## src/multichannel_moving_median_top_assert.svh

```systemverilog
// Assertion macros used by the moving median controller.
`ifndef MULTICHANNEL_MOVING_MEDIAN_TOP_ASSERT_SVH
`define MULTICHANNEL_MOVING_MEDIAN_TOP_ASSERT_SVH

// The consequent must hold in the same cycle as the antecedent.
`define MMM_ASSERT_SAME(lbl, ante, cons, msg) \
    lbl: assert property (@(posedge i_clk) disable iff (!i_rst_n) (ante) |-> (cons)) \
        else $error(msg);

// The consequent must hold in the cycle after the antecedent.
`define MMM_ASSERT_NEXT(lbl, ante, cons, msg) \
    lbl: assert property (@(posedge i_clk) disable iff (!i_rst_n) (ante) |=> (cons)) \
        else $error(msg);

`endif

```

## src/mmm_pkg.sv

```systemverilog
// Constants, codes and controller/datapath interface types of the moving median filter.
package mmm_pkg;

    localparam int CHANNELS    = 32;
    localparam int WINDOW      = 16;
    localparam int SAMPLE_BITS = 32;

    // Fixed widths of the request and result fields.
    localparam int CH_BITS   = 6;
    localparam int WID_BITS  = 5;
    localparam int DATA_BITS = 32;
    localparam int STS_BITS  = 2;

    localparam int STORE_DEPTH = CHANNELS * WINDOW;
    localparam int ADDR_W      = $clog2(STORE_DEPTH);
    localparam int CH_W        = (CHANNELS > 1) ? $clog2(CHANNELS) : 1;
    localparam int POS_W       = $clog2(WINDOW);
    localparam int CMP_W       = (POS_W + 1 > WID_BITS) ? POS_W + 1 : WID_BITS;

    // The widest window in use is limited both by WINDOW and by the width field.
    localparam int WID_MAX    = (1 << WID_BITS) - 1;
    localparam int SORT_DEPTH = (WINDOW - 1 < WID_MAX) ? WINDOW - 1 : WID_MAX;
    localparam int SIDX_W     = (SORT_DEPTH > 1) ? $clog2(SORT_DEPTH) : 1;

    localparam logic [STS_BITS-1:0] ST_MEDIAN = 2'd0;
    localparam logic [STS_BITS-1:0] ST_BYPASS = 2'd1;
    localparam logic [STS_BITS-1:0] ST_RANGE  = 2'd2;

    typedef struct packed {
        logic capture;
        logic clear_wr;
        logic start;
        logic rd_issue;
        logic load_out;
    } t_cmd;

    typedef struct packed {
        logic is_bypass;
        logic is_range;
        logic rd_last;
        logic clr_last;
    } t_sts;

endpackage

```

## src/mmm_ctrl.sv

```systemverilog
// Controller state machine of the moving median filter.
`include "multichannel_moving_median_top_assert.svh"

module mmm_ctrl (
    input  logic          i_clk,
    input  logic          i_rst_n,
    input  logic          i_in_valid,
    output logic          o_in_ready,
    output logic          o_out_valid,
    input  logic          i_out_ready,
    input  mmm_pkg::t_sts i_sts,
    output mmm_pkg::t_cmd o_cmd
);

    import mmm_pkg::*;

    typedef enum logic [5:0] {
        S_CLEAR = 6'b000001,
        S_IDLE  = 6'b000010,
        S_START = 6'b000100,
        S_READ  = 6'b001000,
        S_DRAIN = 6'b010000,
        S_DONE  = 6'b100000
    } t_state;

    t_state r_state, n_state;
    logic   r_out_vld, n_out_vld;
    t_cmd   w_cmd;

    always_comb begin
        n_state = r_state;
        w_cmd   = '0;
        case (r_state)
            S_CLEAR: begin
                w_cmd.clear_wr = 1'b1;
                if (i_sts.clr_last) begin
                    n_state = S_IDLE;
                end
            end
            S_IDLE: begin
                if (i_in_valid) begin
                    w_cmd.capture = 1'b1;
                    n_state       = S_START;
                end
            end
            S_START: begin
                if (i_sts.is_bypass || i_sts.is_range) begin
                    n_state = S_DONE;
                end else begin
                    w_cmd.start = 1'b1;
                    n_state     = S_READ;
                end
            end
            S_READ: begin
                w_cmd.rd_issue = 1'b1;
                if (i_sts.rd_last) begin
                    n_state = S_DRAIN;
                end
            end
            S_DRAIN: begin
                // The last slot read is sorted in during this cycle.
                n_state = S_DONE;
            end
            S_DONE: begin
                if (!r_out_vld || i_out_ready) begin
                    w_cmd.load_out = 1'b1;
                    n_state        = S_IDLE;
                end
            end
            default: begin
                n_state = S_IDLE;
            end
        endcase
    end

    always_comb begin
        n_out_vld = r_out_vld;
        if (w_cmd.load_out) begin
            n_out_vld = 1'b1;
        end else if (i_out_ready) begin
            n_out_vld = 1'b0;
        end
    end

    always_ff @(posedge i_clk) begin
        if (!i_rst_n) begin
            r_state   <= S_CLEAR;
            r_out_vld <= 1'b0;
        end else begin
            r_state   <= n_state;
            r_out_vld <= n_out_vld;
        end
    end

    assign o_in_ready  = (r_state == S_IDLE);
    assign o_out_valid = r_out_vld;
    assign o_cmd       = w_cmd;

    `MMM_ASSERT_NEXT(a_accept_starts, i_in_valid && o_in_ready, r_state == S_START, "accepted request did not start")
    `MMM_ASSERT_NEXT(a_start_reads, w_cmd.start, r_state == S_READ, "window read did not follow start")
    `MMM_ASSERT_SAME(a_read_in_range, w_cmd.rd_issue, !i_sts.is_bypass && !i_sts.is_range, "window read for bypass or out of range request")

endmodule

```

## config.mk

```make
export PLATFORM = sky130hd
export DESIGN_NAME = mmm_ctrl
export DESIGN_NICKNAME = d
export VERILOG_FILES = /design/src/mmm_pkg.sv /design/src/mmm_ctrl.sv
export VERILOG_INCLUDE_DIRS = /design/src /design/src/src
export SDC_FILE = /design/constraint.sdc
export NUM_CORES = 1
export LEC_CHECK = 0
export BUFFER_PORTS_ARGS = -buffer_cell sky130_fd_sc_hd__buf_2
export CORE_AREA = 10 10 47 49
export DETAILED_ROUTE_END_ITERATION = 10
export DIE_AREA = 0 0 57 59
export RECOVER_POWER = 25
export SYNTH_ARGS = -nofsm -noshare
export SYNTH_HDL_FRONTEND = slang
export SYNTH_SLANG_ARGS = --single-unit
```

## constraint.sdc

```tcl
create_clock -name i_clk -period 2.7 [get_ports i_clk]
set_clock_uncertainty 0.1 [all_clocks]
set_input_delay 0.135 -clock i_clk [delete_from_list [all_inputs] [get_ports i_clk]]
set_output_delay 0.135 -clock i_clk [all_outputs]
set_load 0.03 [all_outputs]
```

# Yosys cells after proc, flatten, opt, wreduce, memory -nomap -nowiden
# Cells that the tools add are included.
[word_totals]
ff_bits = 7
in_bits = 8
word_cells = 33
[op_classes]
eq_ne = 10
mux = 16
reduce_logical = 5
[ops]
columns = ["cell", "count"]
rows = [
  ["$pmux 6 s6", 1],
  ["$mux 6", 5],
  ["$mux 1", 10],
  ["$ne 2x2->1 const B", 4],
  ["$eq 6x1->1 const B", 1],
  ["$eq 6x2->1 const B", 1],
  ["$eq 6x3->1 const B", 1],
  ["$eq 6x4->1 const B", 1],
  ["$eq 6x5->1 const B", 1],
  ["$eq 6x6->1 const B", 1],
  ["$reduce_and 4->1", 1],
  ["$logic_or 1x1->1", 2],
  ["$reduce_bool 2->1", 1],
  ["$logic_not 1->1", 1],
]

# Logic depth before layout (Yosys ltp)
# Gate-level depths: netlist (run 1).
[depth]
word_depth = 5
ltp_mapped = 5
depth_no_buf = 4

# Least setup slack after synthesis (run 1)
# No wires, ideal clock.
[synth_path]
kind = "reg2reg"
startpoint = "reg r_state[1]"
endpoint = "reg r_state[4]"
arrival_ns = 1.881
required_time_ns = 2.537
slack_ns = 0.656
stages_incl_launch_ff = 5
path_buffers = 1
synth_period_minus_slack_ns = 2.044
cell_sequence = "dfxtp_1 buf_6 or4b_4 nor3_1 and3_1"
[synth_between]
elab_chain_cells = 3
word_cells_on_any_way = 12
cone_classes = "eq/ne (10); mux (1); reduce/logical (1)"
[synth_lines]
columns = ["element", "line_no", "source"]
rows = [
  ["start, declared", "mmm_ctrl.sv:26", "t_state r_state, n_state;"],
  ["start signal, assigned", "mmm_ctrl.sv:90", "r_state <= n_state;"],
  ["$eq 6x6->1 (tied with other cells)", "mmm_ctrl.sv:33", "case (r_state)"],
  ["$ne 2x2->1 (no source line)", "--", ""],
  ["$reduce_and 4->1 (no source line)", "--", ""],
]
# Several ways; a longest one is shown, not always the timed one.
# A chain may end at the register's enable or synchronous reset.

# Worst setup path in the final report (run 1)
[layout_path]
startpoint = "reg r_state[1]"
endpoint = "reg r_state[2]"
# The elaborated chain is that of the path after synthesis.

==> results of run 1 <==
[sequential cells by signal (all words and copies together) (netlist names)]
| signal | count |
|---|---|
| o_out_valid | 1 |
| r_state | 6 |
[layer usage]
layer  vias to the layer above  GRT usage (%)
li1                        212              -
met1                       201           7.36
met2                        14           10.5
met3                         3           2.58
met4                         0           5.03
met5                         -              0
[cells by family (layout without fill, tap and decap cells)]
family	count (synthesis)	count (layout)	synth area share, %
flip-flops	7	7	32.6
AND/OR/NAND/NOR	28	28	43.9
AO/OA/AOI/OAI	8	8	13.1
multiplexers	1	1	2.33
buffers and inverters	4	20	6.11
XOR/XNOR	1	1	2.04
[where the power goes]
group / switching (mW) / total (mW) / internal, mW
registers: 0.00909 / 0.117 / 0.108
clock network: 0.0387 / 0.0951 / 0.0564
logic: 0.0280 / 0.0506 / 0.0226
[layout make-up]
| cell class | instances | area (sq um) |
|---|---|---|
| clock buffer | 4 | 26.3 |
| fill | 172 | 875 |
| inverter | 2 | 7.51 |
| multi-input combinational | 38 | 264 |
| sequential | 7 | 140 |
| tap | 16 | 20.0 |
| timing repair buffer | 14 | 68.8 |
[Yosys cell counts, types with 2 or more instances]
library cell / count / share of area (%)
inv_1: 2 / 1.7
and3_1: 2 / 2.9
nand3b_1: 2 / 3.5
and3b_2: 2 / 4.7
nor3b_1: 2 / 3.5
dfxtp_1: 7 / 33
nor3_1: 2 / 2.3
nor2b_1: 2 / 2.9
a31oi_1: 2 / 2.9
o21ai_0: 2 / 2.3
nor2_1: 6 / 5.2
[critical path: stages, from the launching register on]
cell and delay [ns]:
dfxtp_1 0.39, or4b_4 0.55, or4_4 0.44, and3_4 0.19, and3_1 0.17
[layout by cell type (no fill, tap or decap), types with 2 or more instances in the layout]
cell type | Yosys | final
and3_1 | 2 | 2
and3b_2 | 2 | 2
nor2_1 | 6 | 6
nor3b_1 | 2 | 2
clkbuf_4 | 0 | 3
clkbuf_1 | 0 | 2
o21ai_0 | 2 | 2
nor2b_1 | 2 | 2
nand3b_1 | 2 | 2
inv_1 | 2 | 2
a31oi_1 | 2 | 2
nor3_1 | 2 | 2
buf_2 | 0 | 13
dfxtp_1 | 7 | 7
[through the flow]
stage / worst slack [ns] / instance area, sq um / hold WS [ns] / std cells
finish: 0.747 / 527 / 0.0367 / 81
global route: 0.692 / 527 / 0.0628 / 81
CTS: 0.752 / 528 / 0.0288 / 81
detailed placement: 0.770 / 502 / 0.287 / 77
global placement: 0.778 / 502 / 0.292 / 77
floorplan: 0.656 / 430 / 0.181 / 49
[worst min-delay path by stage]
stage	to	slack, ns	from
final	r_state[4]	0.04	i_rst_n
after detailed placement	r_state[4]	0.29	i_rst_n
after CTS	r_state[4]	0.03	i_rst_n
after global placement	r_state[4]	0.29	i_rst_n
after floorplan	r_state[2]	0.18	i_rst_n
after global routing	r_state[2]	0.06	i_rst_n
==> results.rst, run 1 <==
.. list-table::
   :header-rows: 1

   * - Metric
     - Value
   * - Worst flop-to-flop path endpoint
     - r_state[2]
   * - Number of max-slew violations in the final report
     - 0
   * - Final design utilization
     - 37.6%
   * - Critical-path maximum fanout
     - 9
   * - Count of nets after finishing
     - 74
   * - Hold Path Cell Cnt
     - 2
   * - Setup slack of the worst register-to-register path
     - 0.75 ns
   * - CTS max path bufs
     - 2
   * - Clock Sink Count
     - 7
   * - Count of vias placed by the detailed router
     - 430
   * - Yosys reg bits
     - 7
   * - FMAX
     - 512 MHz
   * - Mean Syn Cell Area
     - 8.78 sq um
   * - Post-Syn Nets
     - 57
   * - Cell variety after synth
     - 29
   * - Number of flops mapped to enable cells by yosys
     - 0
   * - Post-CTS setup repair buffer count
     - 0
   * - GRT Overall Usage
     - 6.78%
   * - Pin slew with the least headroom to its limit
     - 0.413 ns
   * - Yosys Warn Count
     - 0
   * - Reported leakage power
     - 0.242 nW
   * - Effective utilization at floorplan
     - 30.7%
   * - Global-route wire length before repair
     - 1890 um
   * - Gp weighted congestion
     - 0.885
   * - Total length of routed met3 wires
     - 83 um
   * - Leading register cell type out of synthesis
     - dfxtp_1
   * - Fin crit share
     - 72.3%
   * - Insertion delay to the later sink of the worst-skew pair
     - 0.25 ns
   * - Root buf cell
     - clkbuf_4
   * - Via count of the first global-routing pass
     - 439
   * - Pwr/cell area
     - 499 nW/um^2
   * - Worst Setup End Kind
     - register
   * - Number of H-tree levels
     - 1
   * - Unrepaired setup endpoints after global routing
     - no
   * - Port buffer count
     - 14
   * - Setup violation total in the final timing report
     - 0
   * - Total negative slack
     - 0 ns
   * - Worst reg2reg path depth
     - 4
   * - Data required time of the worst path
     - 2.74 ns
   * - # IOs
     - 15
   * - Antenna diodes
     - 0
   * - Portion of the post-synthesis area used by sequential elements
     - 32.6%
   * - Time the final worst path needs with I/O delays and setup
     - 1.95 ns
   * - Crit path capture
     - r_state[2]
   * - TritonCTS clock tree
     - yes
   * - Total gr overflow
     - 0
   * - Die X
     - 57 um
   * - Drt first-iter violations
     - 10
   * - Metal2 WL
     - 514 um
   * - Std-Cell Rows
     - 14
   * - Fraction of final layout cells sized beyond drive strength 1
     - 35.4%
   * - Largest net degree at the start of global routing
     - 10
   * - Total wire length
     - 1060 um
   * - First drt pass iteration count
     - 4
   * - Clock Pin Slew Worst Setup and Hold Paths
     - 0.05 ns
   * - Worst IR Drop VDD
     - 0.000281 V
   * - Synthesized instance count
     - 49
   * - Setup crit start kind
     - register
   * - Max_slew headroom
     - 72.2%
   * - Total of hold buffers inserted after clock tree synthesis
     - 0
   * - Number of antenna violations at the first check in global routing
     - 0
   * - Maximum Capacitance Violations
     - 0
   * - Post-DR wirelength/cell
     - 13.1 um
   * - Number of cells upsized or downsized after cts
     - 0
   * - Length of routed wiring on met1
     - 437 um
   * - Count of nets left with antenna violations after detail routing
     - 0
   * - Uppermost signal routing layer after detailed routing
     - met4
   * - Data arrival at the endpoint of the critical path
     - 2.00 ns
   * - Min-delay worst type
     - input port to register
   * - Clock buffers created by TritonCTS
     - 3
   * - Number of remaining DRC errors
     - 0
   * - Netlist area before placement
     - 430 sq um
   * - Post-detailed-placement half-perimeter wirelength
     - 849 um
   * - Die Span Y
     - 59 um
   * - Launching point of the worst reg2reg path
     - r_state[1]
   * - Layout area overhead
     - 22.4%
   * - Launch point of the worst path
     - r_state[1]
   * - Hold Vio Cnt, Final
     - 0
   * - Async SR Flop Fraction
     - 0%
   * - Total die area
     - 3360 sq um
   * - Status
     - finished, final reports clean
   * - Pwr Total
     - 0.263 mW
   * - Worst Path Class, Setup
     - register to register
   * - Core outline area
     - 1400 sq um
   * - Vias per std cell
     - 5.31
(Power assumes the default switching activity.)
==> run 2: changes to the inputs <==
==> constraint.sdc (replaced) <==
create_clock -name i_clk -period 2 [get_ports i_clk]
set_clock_uncertainty 0.1 [all_clocks]
set_input_delay 0.1 -clock i_clk [delete_from_list [all_inputs] [get_ports i_clk]]
set_output_delay 0.1 -clock i_clk [all_outputs]
set_load 0.03 [all_outputs]
==> results.rst, run 2 (synthesized netlist as in run 1, its figures left out) <==
.. list-table::
   :header-rows: 1

   * - Metric
     - Value
   * - First drt pass iteration count
     - 3
   * - Core outline area
     - 1400 sq um
   * - Most common cell after layout, fill and taps aside
     - buf_2
   * - Setup slack of the worst register-to-register path
     - 0.08 ns
   * - Antenna diodes
     - 0
   * - Final hold slack
     - 0.0121 ns
   * - Number of H-tree levels
     - 1
   * - Pwr/cell area
     - 651 nW/um^2
   * - Maximum Capacitance Violations
     - 0
   * - Total of hold buffers inserted after clock tree synthesis
     - 1
   * - Largest net degree at the start of global routing
     - 10
   * - FMAX
     - 520 MHz
   * - Count of fill cells added during filler insertion
     - 151
   * - Effective utilization at floorplan
     - 30.7%
   * - Worst flop-to-flop path endpoint
     - r_state[4]
   * - Time the final worst path needs with I/O delays and setup
     - 1.92 ns
   * - Number of max-slew violations in the final report
     - 0
   * - Global-route wire length before repair
     - 1800 um
   * - Vias per std cell
     - 5.06
   * - Max reg flops
     - 6
   * - Number of cells upsized or downsized after cts
     - 0
   * - Launch point of the worst path
     - r_state[4]
   * - Fin crit share
     - 96.2%
   * - Clock Sink Count
     - 7
   * - Count of vias placed by the detailed router
     - 425
   * - # IOs
     - 15
   * - Clock buffers created by TritonCTS
     - 3
   * - Worst Path Class, Setup
     - register to register
   * - Pin slew with the least headroom to its limit
     - 0.416 ns
   * - Clock Pin Slew Worst Setup and Hold Paths
     - 0.05 ns
   * - Launch point of the worst hold path
     - i_sts[0]
   * - Post-detailed-placement half-perimeter wirelength
     - 866 um
   * - Worst Setup End Kind
     - register
   * - Reported leakage power
     - 0.255 nW
   * - Std-Cell Rows
     - 14
   * - Commonest cells after routing, fill and taps aside
     - buf_2, dfxtp_1, nor2_1, clkbuf_4, clkbuf_1
   * - Hold Vio Cnt, Final
     - 0
   * - Data arrival at the endpoint of the critical path
     - 1.97 ns
   * - Largest register by flop count
     - r_state
   * - Fraction of final layout cells sized beyond drive strength 1
     - 36.8%
   * - Layout area overhead
     - 28.5%
   * - Post-CTS setup repair buffer count
     - 0
   * - Critical-path maximum fanout
     - 5
   * - Launching point of the worst reg2reg path
     - r_state[4]
   * - GRT Overall Usage
     - 6.56%
   * - Post-DR wirelength/cell
     - 12.4 um
   * - Status
     - finished, final reports clean
   * - TritonCTS clock tree
     - yes
   * - Drt first-iter violations
     - 4
   * - Max_slew headroom
     - 72.0%
   * - Count of nets after finishing
     - 77
   * - CTS max path bufs
     - 2
   * - Number of antenna violations at the first check in global routing
     - 0
   * - Total wire length
     - 1040 um
   * - Unrepaired setup endpoints after global routing
     - no
   * - Data required time of the worst path
     - 2.04 ns
   * - Setup crit start kind
     - register
   * - Worst IR Drop VDD
     - 0.000404 V
   * - Min-delay worst type
     - input port to register
   * - Root buf cell
     - clkbuf_4
   * - Total die area
     - 3360 sq um
   * - Via count of the first global-routing pass
     - 461
   * - Count of nets left with antenna violations after detail routing
     - 0
   * - Gp weighted congestion
     - 0.860
   * - Total negative slack
     - 0 ns
   * - Total gr overflow
     - 0
   * - Crit path capture
     - r_state[4]
   * - Insertion delay to the later sink of the worst-skew pair
     - 0.25 ns
   * - Worst reg2reg path depth
     - 4
   * - Die Span Y
     - 59 um
   * - Port buffer count
     - 14
   * - Setup violation total in the final timing report
     - 0
   * - Die X
     - 57 um
   * - Number of remaining DRC errors
     - 0
## run 2: changes by cell type in the layout (fill, tap and decap cells not counted), sizes merged
cell | previous run | this run
buf | 13 | 14
clkbuf | 5 | 6
dlygate4sd3 | 0 | 1
## run 2: through the flow
step | power, mW | utilization [%] | setup slack, ns | area, sq um | instances
2_1_floorplan | 0.213 | - | 0.0826 | 435 | 49
3_3_place_gp | 0.235 | 37.2 | 0.109 | 522 | 79
3_5_place_dp | 0.236 | 37.2 | 0.0892 | 522 | 79
4_1_cts | 0.365 | 39.8 | 0.0811 | 558 | 84
5_1_grt | 0.378 | 39.5 | 0.0403 | 553 | 84
6_report | 0.360 | 39.5 | 0.0764 | 553 | 84
## run 2: layout make-up
cell class                      count  area (sq um)  share of cell area [%]
Inverter                            2          7.51                    1.36
Timing Repair Buffer               17          90.1                    16.3
Tap cell                           16          20.0                    3.62
Clock buffer                        4          26.3                    4.75
Multi-Input combinational cell     38           269                    48.6
Sequential cell                     7           140                    25.3
## run 2: worst min-delay path by stage
stage,endpoint,cells after the start,slack [ns]
2_1_floorplan,r_state[2],1,0.15
3_3_place_gp,r_state[2],2,0.26
3_5_place_dp,r_state[2],2,0.25
4_1_cts,r_state[0],3,0.02
5_1_grt,r_state[0],3,0.05
6_report,r_state[0],3,0.01
## run 2: critical path: stages, from the launching register on
cell and delay, ns:
dfxtp_1 0.34, or4b_4 0.57, or4_4 0.44, and3_4 0.19
and3_1 0.17
## run 2: report_power, final
part	switching (mW)	internal (mW)
sequential	0.00648	0.146
clock	0.0522	0.0762
combinational	0.0451	0.0342
total	0.104	0.256
## run 2: per-layer routing
layer / routed length, um / GRT usage, % / up-vias
li1: - / - / 217
met1: 467 / 6.28 / 190
met2: 488 / 11.5 / 13
met3: 62 / 2.58 / 5
met4: 23 / 4.36 / 0
met5: 0 / 0 / -
==> run 3: changes to the inputs <==
--- a/config.mk
+++ b/config.mk
@@ -6,11 +6,16 @@
 export SDC_FILE = /design/constraint.sdc
 export NUM_CORES = 1
 export LEC_CHECK = 0
+export ABC_AREA = 1
 export BUFFER_PORTS_ARGS = -buffer_cell sky130_fd_sc_hd__buf_2
-export CORE_AREA = 10 10 47 49
+export CELL_PAD_IN_SITES_DETAIL_PLACEMENT = 1
+export CELL_PAD_IN_SITES_GLOBAL_PLACEMENT = 1
+export CORE_MARGIN = 10
+export CORE_UTILIZATION = 31
 export DETAILED_ROUTE_END_ITERATION = 10
-export DIE_AREA = 0 0 57 59
+export PLACE_DENSITY_LB_ADDON = 0.1
 export RECOVER_POWER = 25
+export SKIP_CTS_REPAIR_TIMING = 1
 export SYNTH_ARGS = -nofsm -noshare
 export SYNTH_HDL_FRONTEND = slang
 export SYNTH_SLANG_ARGS = --single-unit
==> results.rst, run 3 <==
.. list-table::
   :header-rows: 1

   * - Metric
     - Value
   * - Unrepaired setup endpoints after global routing
     - no
   * - Layout area overhead
     - 24.5%
   * - Clock Pin Slew Worst Setup and Hold Paths
     - 0.06 ns
   * - Number of antenna violations at the first check in global routing
     - 0
   * - TritonCTS clock tree
     - yes
   * - Yosys reg bits
     - 7
   * - Number of max-slew violations in the final report
     - 0
   * - Port buffer count
     - 14
   * - Hold Path Cell Cnt
     - 2
   * - Fraction of final layout cells sized beyond drive strength 1
     - 33.7%
   * - Largest register by flop count
     - r_state
   * - Pwr/cell area
     - 660 nW/um^2
   * - Gp weighted congestion
     - 0.795
   * - Data arrival at the endpoint of the critical path
     - 1.32 ns
   * - Place WS
     - 0.744 ns
   * - Die X
     - 57.4 um
   * - Async SR Flop Fraction
     - 0%
   * - Final worst slack
     - 0.478 ns
   * - Max reg flops
     - 6
   * - Top cells by area, synth
     - dfxtp_1, inv_1, nor2_1
   * - # IOs
     - 15
   * - Max_slew headroom
     - 75.5%
   * - Final hold slack
     - -0.0109 ns
   * - CTS max path bufs
     - 2
   * - Min-delay worst type
     - input port to register
   * - FMAX
     - 657 MHz
   * - Core outline area
     - 1320 sq um
   * - Worst IR Drop VDD
     - 0.000310 V
   * - Hold Vio Cnt, Final
     - 1
   * - First drt pass iteration count
     - 4
   * - Setup violation total in the final timing report
     - 0
   * - Netlist area before placement
     - 434 sq um
   * - Post-detailed-placement half-perimeter wirelength
     - 975 um
   * - Critical-path maximum fanout
     - 5
   * - Commonest cells after routing, fill and taps aside
     - inv_1, buf_2, nor2_1, dfxtp_1
   * - Portion of the post-synthesis area used by sequential elements
     - 32.3%
   * - Worst Path Class, Setup
     - register to primary output
   * - Maximum Capacitance Violations
     - 0
   * - Footprint of the multi-input gates
     - 223 sq um
   * - Global-route wire length before repair
     - 1930 um
   * - Setup slack of the worst register-to-register path
     - 0.75 ns
   * - Total die area
     - 3300 sq um
   * - End point of the most critical hold path
     - r_state[0]
   * - Synth top area share
     - 32.3%
   * - Number of remaining DRC errors
     - 0
   * - Total wire length
     - 1170 um
   * - Yosys Warn Count
     - 0
   * - Worst flop-to-flop path endpoint
     - r_state[1]
   * - Drt first-iter violations
     - 4
   * - Die Span Y
     - 57.4 um
   * - Std-Cell Rows
     - 13
   * - Count of vias placed by the detailed router
     - 462
   * - Number of H-tree levels
     - 1
   * - Launching point of the worst reg2reg path
     - r_state[0]
   * - Reported leakage power
     - 0.323 nW
   * - Cell type with the highest aggregate area in the netlist
     - dfxtp_1
   * - Count of nets after finishing
     - 92
   * - Fin crit share
     - 76.1%
   * - Root buf cell
     - clkbuf_4
   * - Final cell count without fillers
     - 98
   * - Data required time of the worst path
     - 1.80 ns
   * - Leading register cell type out of synthesis
     - dfxtp_1
   * - Worst Setup End Kind
     - primary output
   * - Total gr overflow
     - 0
   * - Ordered cell list for the critical path
     - nor2_2 > nand2_1 > inv_2 > nand3_1 > inv_1 > buf_2
   * - Setup crit start kind
     - register
   * - Cell variety after synth
     - 16
   * - Master of the slowest instance on the critical path
     - dfxtp_1
   * - Cell types with the highest counts after synthesis
     - inv_1, nor2_1, dfxtp_1
   * - Insertion delay to the later sink of the worst-skew pair
     - 0.25 ns
   * - Post-DR wirelength/cell
     - 11.9 um
   * - Time the final worst path needs with I/O delays and setup
     - 1.52 ns
   * - Launch point of the worst hold path
     - i_rst_n
   * - Number of flops mapped to enable cells by yosys
     - 0
   * - Status
     - finished with violations
   * - Failing checks
     - negative hold slack
   * - Count of nets left with antenna violations after detail routing
     - 0
   * - Clock buffers created by TritonCTS
     - 3
   * - Largest delay contributor family on the critical path
     - simple AND/OR/NAND/NOR gates
   * - Total negative slack
     - 0 ns
   * - Post-Syn Nets
     - 74
   * - Synthesized instance count
     - 66
   * - Worst reg2reg path depth
     - 8
   * - Dominant cell by count in the synthesized netlist
     - inv_1
   * - Buffer and inverter count on the worst path
     - 3
   * - Clock Sink Count
     - 7
   * - Largest net degree at the start of global routing
     - 8
   * - Antenna diodes
     - 0
   * - GRT Overall Usage
     - 7.37%
   * - Placed instance count
     - 94
   * - Largest stage delay on the critical path
     - 0.32 ns
   * - Vias per std cell
     - 4.71
   * - Count of fill cells added during filler insertion
     - 194
   * - Pin slew with the least headroom to its limit
     - 0.370 ns
   * - Effective utilization at floorplan
     - 33.0%
   * - Via count of the first global-routing pass
     - 442
   * - Mean Syn Cell Area
     - 6.58 sq um
   * - Final design utilization
     - 41.0%
   * - Most common cell after layout, fill and taps aside
     - inv_1
   * - Total area of sequential cells
     - 140 sq um
## run 3: where the power goes
group	internal (mW)	switching (mW)	total, mW
combinational	0.0248	0.0465	0.0712
clock	0.0765	0.0572	0.134
sequential	0.145	0.00661	0.152
## run 3: how the worst max path moves through the flow
stage | to | cells past startpoint | startpoint | slack, ns
final | o_cmd[2] | 6 | r_state[0] | 0.48
after global placement | o_cmd[2] | 6 | r_state[1] | 0.76
after CTS | o_cmd[2] | 6 | r_state[4] | 0.45
after floorplan | r_state[4] | 5 | r_state[0] | 0.64
after global routing | o_cmd[2] | 6 | r_state[0] | 0.31
after detailed placement | o_cmd[2] | 6 | r_state[0] | 0.74
## run 3: kinds of logic (layout without fill, tap and decap cells)
logic type / Yosys count / after routing / share of synthesized area [%]
compound gates: 4 / 4 / 4.61
simple gates: 37 / 37 / 46.7
flops: 7 / 7 / 32.3
buf+inv: 18 / 35 / 16.4
## run 3: worst register-to-register path, cell delays in order, from the launching register on
cell	delay, ns
dfxtp_1	0.32
nor2_2	0.20
nand2_1	0.13
inv_2	0.09
o21ai_1	0.07
nand3_1	0.07
nand2_1	0.06
nand2_1	0.07
nor2_2	0.03
## run 3: layer usage
layer / part of all wire [%] / track usage (%) / vias to the layer above
li1: - / - / 236
met1: 45 / 8.09 / 211
met2: 46 / 11.2 / 13
met3: 8.1 / 5.09 / 2
met4: 0.77 / 2.01 / 0
met5: 0 / 0 / -
## run 3: per-stage QoR
| stage | total power [mW] | instance area (sq um) |
|---|---|---|
| after floorplan | 0.205 | 434 |
| after global placement | 0.226 | 515 |
| after detailed placement | 0.228 | 515 |
| after CTS | 0.367 | 542 |
| after global routing | 0.383 | 541 |
| final | 0.357 | 541 |
## run 3: area by class of cell
class | count | share of cell area [%]
tap | 15 | 3.47
multi-input combinational | 41 | 41.2
sequential | 7 | 25.9
inverter | 17 | 11.8
timing repair buffer | 14 | 12.7
clock buffer | 4 | 4.86
